==> src/hw/rtl/assert_macros.svh <==
// ----------------------------------------------------------------------------
// assert_macros.svh
// Assertion macros shared by the RTL. They compile to nothing under SYNTH.
// ----------------------------------------------------------------------------
`ifndef ASSERT_MACROS_SVH
`define ASSERT_MACROS_SVH
`ifndef SYNTH
// Same-cycle implication, checked at every rising clock edge out of reset.
`define ASSERT_IMPLIES(label, clk, rst, ante, cons) \
   label: assert property (@(posedge clk) disable iff (rst) (ante) |-> (cons)) \
      else $error("event queue check failed");
// Next-cycle implication, checked at every rising clock edge out of reset.
`define ASSERT_NEXT(label, clk, rst, ante, cons) \
   label: assert property (@(posedge clk) disable iff (rst) (ante) |=> (cons)) \
      else $error("event queue check failed");
`else
`define ASSERT_IMPLIES(label, clk, rst, ante, cons)
`define ASSERT_NEXT(label, clk, rst, ante, cons)
`endif
`endif

==> src/hw/rtl/toeq_pkg.sv <==
// ----------------------------------------------------------------------------
// toeq_pkg
// Widths, codes and controller/datapath command types of the event queue.
// ----------------------------------------------------------------------------
package toeq_pkg;

   localparam int TIME_W        = 32;
   localparam int HANDLE_W      = 16;
   localparam int STATUS_W      = 2;
   localparam int COUNT_W       = 5;
   localparam int DEPTH_DEFAULT = 16;

   // Request action codes.
   typedef enum logic {
      ACTION_ENQUEUE = 1'b0,
      ACTION_DEQUEUE = 1'b1
   } action_type;

   // Response status codes.
   typedef enum logic [STATUS_W-1:0] {
      STATUS_OK    = 2'd0,
      STATUS_EMPTY = 2'd1,
      STATUS_FULL  = 2'd2
   } status_type;

   // Datapath operations issued by the controller.
   typedef enum logic [1:0] {
      OP_NONE,
      OP_PUSH,
      OP_POP,
      OP_REJECT
   } op_type;

   // Command bundle from controller to datapath.
   typedef struct packed {
      op_type     op;
      status_type code;
      logic       load_rsp;
   } cmd_type;

   // Status bundle from datapath to controller.
   typedef struct packed {
      logic full;
      logic empty;
   } sts_type;

endpackage

==> src/hw/rtl/toeq_if.sv <==
// ----------------------------------------------------------------------------
// toeq_if
// Valid/ready channels for event queue requests and responses.
// ----------------------------------------------------------------------------
interface toeq_req_if;
   import toeq_pkg::*;

   logic                valid;
   logic                ready;
   logic                action;
   logic [TIME_W-1:0]   event_time;
   logic [HANDLE_W-1:0] event_handle;

   modport source (output valid, action, event_time, event_handle, input ready);
   modport sink   (input valid, action, event_time, event_handle, output ready);
endinterface

interface toeq_rsp_if;
   import toeq_pkg::*;

   logic                valid;
   logic                ready;
   logic [STATUS_W-1:0] status;
   logic [TIME_W-1:0]   removed_time;
   logic [HANDLE_W-1:0] removed_handle;
   logic                head_valid;
   logic [TIME_W-1:0]   head_time;
   logic [HANDLE_W-1:0] head_handle;
   logic [COUNT_W-1:0]  entry_count;

   modport source (output valid, status, removed_time, removed_handle, head_valid,
                   head_time, head_handle, entry_count, input ready);
   modport sink   (input valid, status, removed_time, removed_handle, head_valid,
                   head_time, head_handle, entry_count, output ready);
endinterface

==> src/hw/rtl/toeq_ctrl.sv <==
// ----------------------------------------------------------------------------
// toeq_ctrl
// Controller: takes one request, issues the queue operation, then loads the
// response register as soon as it is free.
// ----------------------------------------------------------------------------
module toeq_ctrl (
   input  logic              clock,
   input  logic              reset,
   input  logic              req_valid,
   input  logic              req_action,
   output logic              req_ready,
   output logic              rsp_valid,
   input  logic              rsp_ready,
   input  toeq_pkg::sts_type sts,
   output toeq_pkg::cmd_type cmd
);
   import toeq_pkg::*;

   typedef enum logic {
      S_IDLE,
      S_REPORT
   } state_type;

   state_type state_ff, state_in;
   logic      rsp_valid_ff, rsp_valid_in;
   logic      accept;
   logic      rsp_free;

   // A request is taken only while idle and out of reset.
   assign req_ready = (state_ff == S_IDLE) && !reset;
   assign accept    = req_valid && req_ready;
   assign rsp_free  = !rsp_valid_ff || rsp_ready;
   assign rsp_valid = rsp_valid_ff;

   // Decode the request into a queue operation, refusing illegal ones.
   always_comb begin
      cmd.op       = OP_NONE;
      cmd.code     = STATUS_OK;
      cmd.load_rsp = (state_ff == S_REPORT) && rsp_free;
      if (accept) begin
         unique case (req_action)
            ACTION_ENQUEUE: begin
               if (sts.full) begin
                  cmd.op   = OP_REJECT;
                  cmd.code = STATUS_FULL;
               end else begin
                  cmd.op = OP_PUSH;
               end
            end
            ACTION_DEQUEUE: begin
               if (sts.empty) begin
                  cmd.op   = OP_REJECT;
                  cmd.code = STATUS_EMPTY;
               end else begin
                  cmd.op = OP_POP;
               end
            end
            default: cmd.op = OP_NONE;
         endcase
      end
   end

   // Next state and response-valid flag.
   always_comb begin
      state_in     = state_ff;
      rsp_valid_in = rsp_valid_ff;
      if (rsp_valid_ff && rsp_ready) begin
         rsp_valid_in = 1'b0;
      end
      unique case (state_ff)
         S_IDLE: begin
            if (accept) begin
               state_in = S_REPORT;
            end
         end
         S_REPORT: begin
            if (rsp_free) begin
               rsp_valid_in = 1'b1;
               state_in     = S_IDLE;
            end
         end
         default: state_in = S_IDLE;
      endcase
   end

   // State and registered outputs.
   always_ff @(posedge clock) begin
      if (reset) begin
         state_ff     <= S_IDLE;
         rsp_valid_ff <= 1'b0;
      end else begin
         state_ff     <= state_in;
         rsp_valid_ff <= rsp_valid_in;
      end
   end

endmodule

==> src/hw/rtl/toeq_dpath.sv <==
// ----------------------------------------------------------------------------
// toeq_dpath
// Datapath: a sorted shift-register array of slots with one comparator per
// slot, the entry count and the response register.
// ----------------------------------------------------------------------------
module toeq_dpath #(
   parameter int DEPTH = toeq_pkg::DEPTH_DEFAULT
) (
   input  logic                          clock,
   input  logic                          reset,
   input  toeq_pkg::cmd_type             cmd,
   input  logic [toeq_pkg::TIME_W-1:0]   req_time,
   input  logic [toeq_pkg::HANDLE_W-1:0] req_handle,
   output toeq_pkg::sts_type             sts,
   output logic [toeq_pkg::STATUS_W-1:0] rsp_status,
   output logic [toeq_pkg::TIME_W-1:0]   rsp_removed_time,
   output logic [toeq_pkg::HANDLE_W-1:0] rsp_removed_handle,
   output logic                          rsp_head_valid,
   output logic [toeq_pkg::TIME_W-1:0]   rsp_head_time,
   output logic [toeq_pkg::HANDLE_W-1:0] rsp_head_handle,
   output logic [toeq_pkg::COUNT_W-1:0]  rsp_entry_count
);
   import toeq_pkg::*;

   localparam int CW = $clog2(DEPTH + 1);

   logic [TIME_W-1:0]   slot_time_ff   [DEPTH];
   logic [TIME_W-1:0]   slot_time_in   [DEPTH];
   logic [HANDLE_W-1:0] slot_handle_ff [DEPTH];
   logic [HANDLE_W-1:0] slot_handle_in [DEPTH];
   logic [CW-1:0]       count_ff, count_in;
   logic [DEPTH-1:0]    keep;

   status_type          code_ff;
   logic [TIME_W-1:0]   rem_time_ff;
   logic [HANDLE_W-1:0] rem_handle_ff;

   status_type          rsp_status_ff;
   logic [TIME_W-1:0]   rsp_removed_time_ff;
   logic [HANDLE_W-1:0] rsp_removed_handle_ff;
   logic                rsp_head_valid_ff;
   logic [TIME_W-1:0]   rsp_head_time_ff;
   logic [HANDLE_W-1:0] rsp_head_handle_ff;
   logic [COUNT_W-1:0]  rsp_entry_count_ff;
   logic [CW+COUNT_W-1:0] count_wide;

   assign sts.full  = (count_ff == CW'(DEPTH));
   assign sts.empty = (count_ff == '0);

   // Each occupied slot whose time is not later than the new one stays put.
   // The queue is sorted, so these flags form a prefix.
   always_comb begin
      for (int i = 0; i < DEPTH; i++) begin
         keep[i] = (CW'(i) < count_ff) && (slot_time_ff[i] <= req_time);
      end
   end

   // Slot update: insert with shift toward the tail, or shift toward the head.
   always_comb begin
      for (int i = 0; i < DEPTH; i++) begin
         slot_time_in[i]   = slot_time_ff[i];
         slot_handle_in[i] = slot_handle_ff[i];
      end
      count_in = count_ff;
      case (cmd.op)
         OP_PUSH: begin
            if (!keep[0]) begin
               slot_time_in[0]   = req_time;
               slot_handle_in[0] = req_handle;
            end
            for (int i = 1; i < DEPTH; i++) begin
               if (!keep[i]) begin
                  if (keep[i-1]) begin
                     slot_time_in[i]   = req_time;
                     slot_handle_in[i] = req_handle;
                  end else begin
                     slot_time_in[i]   = slot_time_ff[i-1];
                     slot_handle_in[i] = slot_handle_ff[i-1];
                  end
               end
            end
            count_in = count_ff + 1'b1;
         end
         OP_POP: begin
            for (int i = 0; i < DEPTH - 1; i++) begin
               slot_time_in[i]   = slot_time_ff[i+1];
               slot_handle_in[i] = slot_handle_ff[i+1];
            end
            count_in = count_ff - 1'b1;
         end
         default: count_in = count_ff;
      endcase
   end

   // Slot array and count.
   always_ff @(posedge clock) begin
      for (int i = 0; i < DEPTH; i++) begin
         slot_time_ff[i]   <= slot_time_in[i];
         slot_handle_ff[i] <= slot_handle_in[i];
      end
      if (reset) begin
         count_ff <= '0;
      end else begin
         count_ff <= count_in;
      end
   end

   // Status and removed entry of the operation just performed.
   always_ff @(posedge clock) begin
      if (cmd.op != OP_NONE) begin
         code_ff <= cmd.code;
         if (cmd.op == OP_POP) begin
            rem_time_ff   <= slot_time_ff[0];
            rem_handle_ff <= slot_handle_ff[0];
         end else begin
            rem_time_ff   <= '0;
            rem_handle_ff <= '0;
         end
      end
   end

   // The reported count keeps its low bits only.
   assign count_wide = {{COUNT_W{1'b0}}, count_ff};

   // Response register, loaded once the queue holds the post-operation state.
   always_ff @(posedge clock) begin
      if (cmd.load_rsp) begin
         rsp_status_ff         <= code_ff;
         rsp_removed_time_ff   <= rem_time_ff;
         rsp_removed_handle_ff <= rem_handle_ff;
         rsp_head_valid_ff     <= !sts.empty;
         rsp_head_time_ff      <= sts.empty ? '0 : slot_time_ff[0];
         rsp_head_handle_ff    <= sts.empty ? '0 : slot_handle_ff[0];
         rsp_entry_count_ff    <= count_wide[COUNT_W-1:0];
      end
   end

   assign rsp_status         = rsp_status_ff;
   assign rsp_removed_time   = rsp_removed_time_ff;
   assign rsp_removed_handle = rsp_removed_handle_ff;
   assign rsp_head_valid     = rsp_head_valid_ff;
   assign rsp_head_time      = rsp_head_time_ff;
   assign rsp_head_handle    = rsp_head_handle_ff;
   assign rsp_entry_count    = rsp_entry_count_ff;

endmodule

==> src/hw/rtl/time_ordered_event_queue_top.sv <==
// The request transfer moves the controller to S_REPORT; from there it loads the
// response register and raises the response valid once the register is free.
// The controller takes a request in S_IDLE and loads the response register in
// S_REPORT before it takes another, so it takes no new request until the last
// one's response is loaded. A response waiting to be taken does not stop the
// next request transfer; the one after that waits until the response transfers.
// Reset (synchronous, active high) empties the queue and drops any response;
// slot contents are left as they are.
`include "assert_macros.svh"

// ----------------------------------------------------------------------------
// time_ordered_event_queue_top
// Bounded event queue kept in ascending time order, ties in arrival order.
// ----------------------------------------------------------------------------
module time_ordered_event_queue_top #(
   parameter int DEPTH = toeq_pkg::DEPTH_DEFAULT
) (
   input  logic        clock,
   input  logic        reset,
   toeq_req_if.sink    req,
   toeq_rsp_if.source  rsp
);
   import toeq_pkg::*;

   cmd_type cmd;
   sts_type sts;

   // Controller.
   toeq_ctrl u_ctrl (
      .clock      (clock),
      .reset      (reset),
      .req_valid  (req.valid),
      .req_action (req.action),
      .req_ready  (req.ready),
      .rsp_valid  (rsp.valid),
      .rsp_ready  (rsp.ready),
      .sts        (sts),
      .cmd        (cmd)
   );

   // Datapath.
   toeq_dpath #(
      .DEPTH (DEPTH)
   ) u_dpath (
      .clock              (clock),
      .reset              (reset),
      .cmd                (cmd),
      .req_time           (req.event_time),
      .req_handle         (req.event_handle),
      .sts                (sts),
      .rsp_status         (rsp.status),
      .rsp_removed_time   (rsp.removed_time),
      .rsp_removed_handle (rsp.removed_handle),
      .rsp_head_valid     (rsp.head_valid),
      .rsp_head_time      (rsp.head_time),
      .rsp_head_handle    (rsp.head_handle),
      .rsp_entry_count    (rsp.entry_count)
   );

   // Checks on controller and datapath cooperation.
   `ASSERT_NEXT(a_busy_after_transfer, clock, reset, req.valid && req.ready, !req.ready)
   `ASSERT_IMPLIES(a_no_push_when_full, clock, reset, cmd.op == OP_PUSH, !sts.full)
   `ASSERT_IMPLIES(a_no_pop_when_empty, clock, reset, cmd.op == OP_POP, !sts.empty)
   `ASSERT_NEXT(a_load_sets_valid, clock, reset, cmd.load_rsp, rsp.valid)

endmodule

==> src/flat_wrapper.sv <==
// flat-port wrapper written by rule: the top's interface ports become plain ports
module time_ordered_event_queue_top_flat import toeq_pkg::*;
#(
   parameter int DEPTH = toeq_pkg::DEPTH_DEFAULT
)
  (clock, reset, req_valid, req_action, req_event_time, req_event_handle, req_ready, rsp_valid, rsp_status, rsp_removed_time, rsp_removed_handle, rsp_head_valid, rsp_head_time, rsp_head_handle, rsp_entry_count, rsp_ready);
  toeq_req_if req_i ();
  toeq_rsp_if rsp_i ();
  input  logic clock;
  input  logic reset;
  input wire logic [$bits(req_i.valid)-1:0] req_valid;
  input wire logic [$bits(req_i.action)-1:0] req_action;
  input wire logic [$bits(req_i.event_time)-1:0] req_event_time;
  input wire logic [$bits(req_i.event_handle)-1:0] req_event_handle;
  output wire logic [$bits(req_i.ready)-1:0] req_ready;
  output wire logic [$bits(rsp_i.valid)-1:0] rsp_valid;
  output wire logic [$bits(rsp_i.status)-1:0] rsp_status;
  output wire logic [$bits(rsp_i.removed_time)-1:0] rsp_removed_time;
  output wire logic [$bits(rsp_i.removed_handle)-1:0] rsp_removed_handle;
  output wire logic [$bits(rsp_i.head_valid)-1:0] rsp_head_valid;
  output wire logic [$bits(rsp_i.head_time)-1:0] rsp_head_time;
  output wire logic [$bits(rsp_i.head_handle)-1:0] rsp_head_handle;
  output wire logic [$bits(rsp_i.entry_count)-1:0] rsp_entry_count;
  input wire logic [$bits(rsp_i.ready)-1:0] rsp_ready;
  assign req_i.valid = req_valid;
  assign req_i.action = req_action;
  assign req_i.event_time = req_event_time;
  assign req_i.event_handle = req_event_handle;
  assign req_ready = req_i.ready;
  assign rsp_valid = rsp_i.valid;
  assign rsp_status = rsp_i.status;
  assign rsp_removed_time = rsp_i.removed_time;
  assign rsp_removed_handle = rsp_i.removed_handle;
  assign rsp_head_valid = rsp_i.head_valid;
  assign rsp_head_time = rsp_i.head_time;
  assign rsp_head_handle = rsp_i.head_handle;
  assign rsp_entry_count = rsp_i.entry_count;
  assign rsp_i.ready = rsp_ready;
  time_ordered_event_queue_top #(.DEPTH(DEPTH)) u_core (.clock(clock), .reset(reset), .req(req_i), .rsp(rsp_i));
endmodule
==> config.mk <==
export PLATFORM = sky130hd
export DESIGN_NAME = time_ordered_event_queue_top_flat
export DESIGN_NICKNAME = d
export VERILOG_FILES = /design/src/hw/rtl/toeq_pkg.sv /design/src/hw/rtl/toeq_if.sv /design/src/hw/rtl/toeq_ctrl.sv /design/src/hw/rtl/toeq_dpath.sv /design/src/hw/rtl/time_ordered_event_queue_top.sv /design/src/flat_wrapper.sv
export VERILOG_INCLUDE_DIRS = /design/src /design/src/hw/rtl
export SDC_FILE = /design/constraint.sdc
export NUM_CORES = 2
export LEC_CHECK = 0
export BUFFER_PORTS_ARGS = -buffer_cell sky130_fd_sc_hd__buf_2
export CORE_ASPECT_RATIO = 0.7
export CORE_MARGIN = 4
export CORE_UTILIZATION = 60
export DETAILED_ROUTE_END_ITERATION = 7
export PLACE_DENSITY = 0.74
export SETUP_SLACK_MARGIN = 0.02
export SYNTH_ARGS = -nofsm -noshare
export SYNTH_HDL_FRONTEND = slang
export SYNTH_SLANG_ARGS = --single-unit
==> constraint.sdc <==
create_clock -name clock -period 17.4 [get_ports clock]
set_input_delay 3.48 -clock clock [delete_from_list [all_inputs] [get_ports clock]]
set_output_delay 3.48 -clock clock [all_outputs]
set_load 0.005 [all_outputs]
### Word level (Yosys, flattened, before mapping)

Memories as Yosys holds them, arrays and structs flattened.
Cells that the tools add are included.

| storage, ports and cells | value |
|---|---|
| flip-flop bits (word level) | 161 |
| bits in latches | 0 |
| bits in writable memories | 768 |
| ROM bits | 0 |
| output and inout bits | 106 |
| logic and storage cells | 160 |
| memories | 2 |

| cells by class | value |
|---|---|
| add/subtract/negate cells | 2 |
| $mul | 0 |
| div/mod/pow operators | 0 |
| $lt $le $gt $ge | 32 |
| equal/unequal tests | 3 |
| shift operators | 0 |
| muxes and demuxes | 79 |
| bitwise gates (word level) | 2 |
| reduce and logical (&&, ||, !) cells | 27 |

Memories:

| name | words | width | rd ports | clocked after memory_dff | write ports | line | text |
|---|---|---|---|---|---|---|---|
| u_core.u_dpath.slot_time_ff | 16 | 32 | 16 | 0 | 16 | toeq_dpath.sv:27 | `logic [TIME_W-1:0] slot_time_ff [DEPTH];` |
| u_core.u_dpath.slot_handle_ff | 16 | 16 | 16 | 0 | 16 | toeq_dpath.sv:29 | `logic [HANDLE_W-1:0] slot_handle_ff [DEPTH];` |

Operator list:

| cell | count |
|---|---|
| $mux W32 | 32 |
| $pmux W480 S2 | 1 |
| $le A32 B32 Y1 | 16 |
| $mux W16 | 32 |
| $pmux W240 S2 | 1 |
| $lt A4 B5 Y1 const A | 8 |
| $logic_and A1 B1 Y1 | 20 |
| $lt A3 B5 Y1 const A | 4 |
| $lt A1 B5 Y1 const A | 2 |
| $lt A2 B5 Y1 const A | 2 |
| $pmux W5 S2 | 1 |
| $pmux W4 S2 | 1 |
| $mux W1 | 7 |
| $add A5 B1 Y5 const B | 1 |
| $eq A5 B5 Y1 const B | 1 |
| $logic_not A5 Y1 | 1 |
| $sub A5 B1 Y5 const B | 1 |
| $mux W2 | 2 |
| $mux W4 | 1 |
| $reduce_bool A2 Y1 | 2 |
| $logic_not A1 Y1 | 3 |
| $eq A2 B1 Y1 const B | 1 |
| $eq A2 B2 Y1 const B | 1 |
| $not A1 Y1 | 2 |
| 2 further kinds | 2 |

### Longest topological paths before layout

| depth | value |
|---|---|
| depth after elaboration | 6 |
| depth in mapped cells | 17 |
| depth with buffers taken out | 12 |

### Cells and area by module

A second synthesis with hierarchy kept.

| unflattened totals | value |
|---|---|
| cell total of the unflattened synthesis | 6099 |
| area total of the unflattened synthesis | 60311.6 um^2 |

Modules (own cells, without submodules):

| module | times used | cells an instance | area each (um^2) | sequential area each (um^2) |
|---|---|---|---|---|
| toeq_dpath | 1 | 6083 | 60190.2 | 27786.6 |
| toeq_ctrl | 1 | 16 | 121.4 | 40.0 |

### Worst setup path before layout

Ideal clock, no wire load.

| timing path | value |
|---|---|
| path kind | input-to-reg |
| start point | in req_event_time[5] |
| end point | mem u_core.u_dpath.slot_handle_ff[15][0], in the netlist u_core.u_dpath.slot_handle_ff[1][112], enable pin |
| setup time | 0.526 ns |
| data arrival time | 8.398 ns |
| data required time | 16.874 ns |
| path slack | 8.476 ns |
| stages | 8 |
| path through | inv_1 > ha_1 > a21o_1 > a21o_1 > a21oi_1 > or3_1 > a41o_1 > a211oi_1 |

RTL lines:

| element | line | text |
|---|---|---|
| from (decl) | flat_wrapper.sv:13 | `input wire logic [$bits(req_i.event_time)-1:0] req_event_time;` |
| to (decl) | toeq_dpath.sv:29 |  |

==> flow_summary.ini <==
[critical_path]
critPathLaunchType = primary input
r2r_start = u_core.u_dpath.count_ff[2]$_SDFFE_PP0P_
crit_type = in -> reg
critPathLaunch = reset
critical_path_arrival_ps = 8170
cp.required_ps = 17850
crit_path_end_kind = register
path_max_fanout = 84

[floorplan]
rows = 94
ios = 159
fp.dieW_um = 378.8
initial_core_util_pct = 60.98
die_h_um = 267.5
die_area_um2 = 101300
fp.coreArea_um2 = 94680

[clock_tree]
clock-root-buffer = clkbuf_16
cts_inserted_buffers = 96
clock_latency_ps = 720
cts_setup_buffers = 0
htreeDepth = 3
cts_tree = yes
clock_sinks = 929
cts_buffer_depth = 3
clk_pin_slew_ps = 60
hold_buffers = 0
cts-resized-gates = 0

[placement]
io_buffers = 158
hpwl_um = 120000
postPlaceCellArea_um2 = 59370
dp_cells = 6268
gp_congestion = 0.9081

[routing]
via_per_inst = 7.092
remaining_drc_errors = 0
drtIter0Drc = 6378
vias = 45714
routedWlPerCell_um = 26.83
first_pass_iters = 6
wl_um = 172900
postRouteAntennaNets = 0

[synthesis]
netlist_area_um2 = 57730
ys_ff_latch = 929
synth-edff-count = 922
yosysWarnings = 0
ys_types = 59
async_reset_ff_share_pct = 0
seq_area_frac_synth_pct = 48.20
yosys-top-cells-area = edfxtp_1 48%, ha_1 11%, a221o_1 10%
netlist.area_leader.share_pct = 47.96
syn_inst = 5212
synth_area_leader_cell = edfxtp_1
syn_nets = 5783
syn_avg_cell_area_um2 = 11.08
synth-main-ff-cell = edfxtp_1

[hold_path]
min_from = u_core.u_dpath.rem_time_ff[12]$_SDFFCE_PN0P_
hold_class = reg -> reg

[global_routing]
grt_pass1_wl_um = 261500
grt_start_max_net_pins = 214
track_usage_pct = 33.32
antenna_found_initial = 1
grt_pass1_vias = 41766
grt_overflow = 0

[cells_and_area]
fin_cells = 6446
antenna_cells = 0
nNetsFinal = 5689
stdcell_area_um2 = 62560
final_common_cell = edfxtp_1
mostFrequentLayoutCells = 922 x edfxtp_1, 596 x nor3_1, 595 x nor2b_1
drive_gt1_share_pct = 9.254
area_growth_pct = 8.359

[timing]
worst_pin_slew_ps = 1148
fin_tns_setup_ps = 0
hold_viol = 0
fin_skew_ps = 22.40
fmax_mhz = 129.5
drv_slew = 0
finalCritPeriodShare_pct = 44.38
relSlewSlack_pct = 22.44
setup_viol = 0
rsz0062_at_grt = no
period_minus_slack_ps = 7722

[power]
ir_drop_mv = 0.07624
p_leak_uw = 0.02283
cellPowerDensity_nw_per_um2 = 99.82

[outcome]
status = finished, final reports clean

[flow_run]
drv_cap = 0
cells by family (layout without fill, tap and decap cells):
kind of cell / Yosys count / count (layout) / synth area share, %
simple gates: 2006 / 2006 / 18.99
xor+xnor: 5 / 5 / 0.07587
buf+inv: 523 / 509 / 3.821
compound gates: 1181 / 1181 / 16.72
flops: 929 / 929 / 48.20
mux: 50 / 50 / 0.9731
fa+ha+maj: 518 / 518 / 11.23
final cells by class:
class,count,area (um2)
clock buffers,129,2546
clock inverters,49,640.6
fillers,7102,32120
inverters,75,281.5
multi-input cells,3760,28140
flip-flops and latches,929,27830
well taps,1248,1562
repair buffers,256,1564
power by group:
| group | leakage, uW | switching (uW) | total (uW) | internal [uW] |
|---|---|---|---|---|
| combinational | 0.0126 | 746 | 1190 | 441 |
| sequential | 0.00873 | 165 | 2910 | 2740 |
| clock | 0.00154 | 938 | 2150 | 1210 |
| total | 0.0228 | 1850 | 6240 | 4400 |
final timing paths:
path,endpoint,slack (ps),cells after the start
max,u_core.u_dpath.slot_time_ff[0][52]$_DFFE_PP_,9680,12
min,u_core.u_dpath.rsp_removed_time[12]$_DFFE_PP_,420,0
max reg2reg,u_core.u_dpath.slot_time_ff[0][52]$_DFFE_PP_,11020,13
min reg2reg,u_core.u_dpath.rsp_removed_time[12]$_DFFE_PP_,420,0
synthesized netlist by cell type, types with 3 or more instances:
| cell type | instances |
|---|---|
| mux2_2 | 40 |
| o21ai_1 | 11 |
| nand3_1 | 65 |
| o211ai_1 | 10 |
| and3_1 | 4 |
| a21o_1 | 29 |
| buf_4 | 5 |
| nand4_1 | 74 |
| and4_1 | 36 |
| buf_2 | 45 |
| and2_1 | 100 |
| nor2b_1 | 596 |
| or4_1 | 7 |
| inv_1 | 75 |
| o21a_1 | 3 |
| edfxtp_1 | 922 |
| a32oi_1 | 96 |
| ha_1 | 518 |
| nor4_1 | 15 |
| a221oi_1 | 29 |
| o21ai_0 | 155 |
| a21boi_0 | 5 |
| nor3_1 | 597 |
| a22o_1 | 5 |
| a211o_1 | 6 |
| clkbuf_1 | 369 |
| xnor2_1 | 3 |
| buf_6 | 22 |
| a221o_1 | 591 |
| mux2_1 | 9 |
| buf_1 | 5 |
| o31ai_1 | 10 |
| nor2_1 | 110 |
| dfxtp_1 | 7 |
| nand2b_1 | 144 |
| a211oi_1 | 4 |
| a31oi_1 | 5 |
| o2bb2ai_2 | 7 |
| nand2_1 | 239 |
| or2_1 | 10 |
| a21oi_1 | 205 |
flip-flops by register name, summed over array words and instances, names as in the netlist, 16 cells and up:
signal	flops
u_core.u_dpath.rsp_removed_handle	16
u_core.u_dpath.rsp_removed_time	32
u_core.u_dpath.rem_time_ff	32
u_core.u_dpath.slot_time_ff	512
u_core.u_dpath.slot_handle_ff	256
u_core.u_dpath.rsp_head_handle	16
u_core.u_dpath.rem_handle_ff	16
u_core.u_dpath.rsp_head_time	32
metrics by stage:
step | hold WS, ps | power [uW] | util, % | setup slack [ps]
floorplan | 400.3 | 3686 | - | 8476
finish | 416.3 | 6245 | 66.07 | 9678
global placement | 400.6 | 4041 | 62.71 | 9291
detailed placement | 404.5 | 4093 | 62.71 | 9132
global route | 417.7 | 6465 | 66.07 | 9312
CTS | 417.2 | 6216 | 66.07 | 9871
critical path, cell delays in order:
cell      delay, ps
buf_2           150
nor2_1          160
and2_1          190
o21ai_0         170
inv_1           130
ha_4            490
buf_4           730
buf_4           660
buf_4           700
nand2b_1        800
nor3_1          110
a221o_1         280
routing by layer:
| layer | part of all wire [%] | vias up | GRT usage [%] |
|---|---|---|---|
| met4 | 1.5 | 0 | 5.840 |
| met1 | 45 | 22142 | 53.74 |
| met2 | 39 | 3044 | 43.64 |
| met3 | 15 | 218 | 10.63 |
| met5 | 0 | - | 0 |
| li1 | - | 20310 | - |
Note: power is estimated with default switching activity, not from simulation.
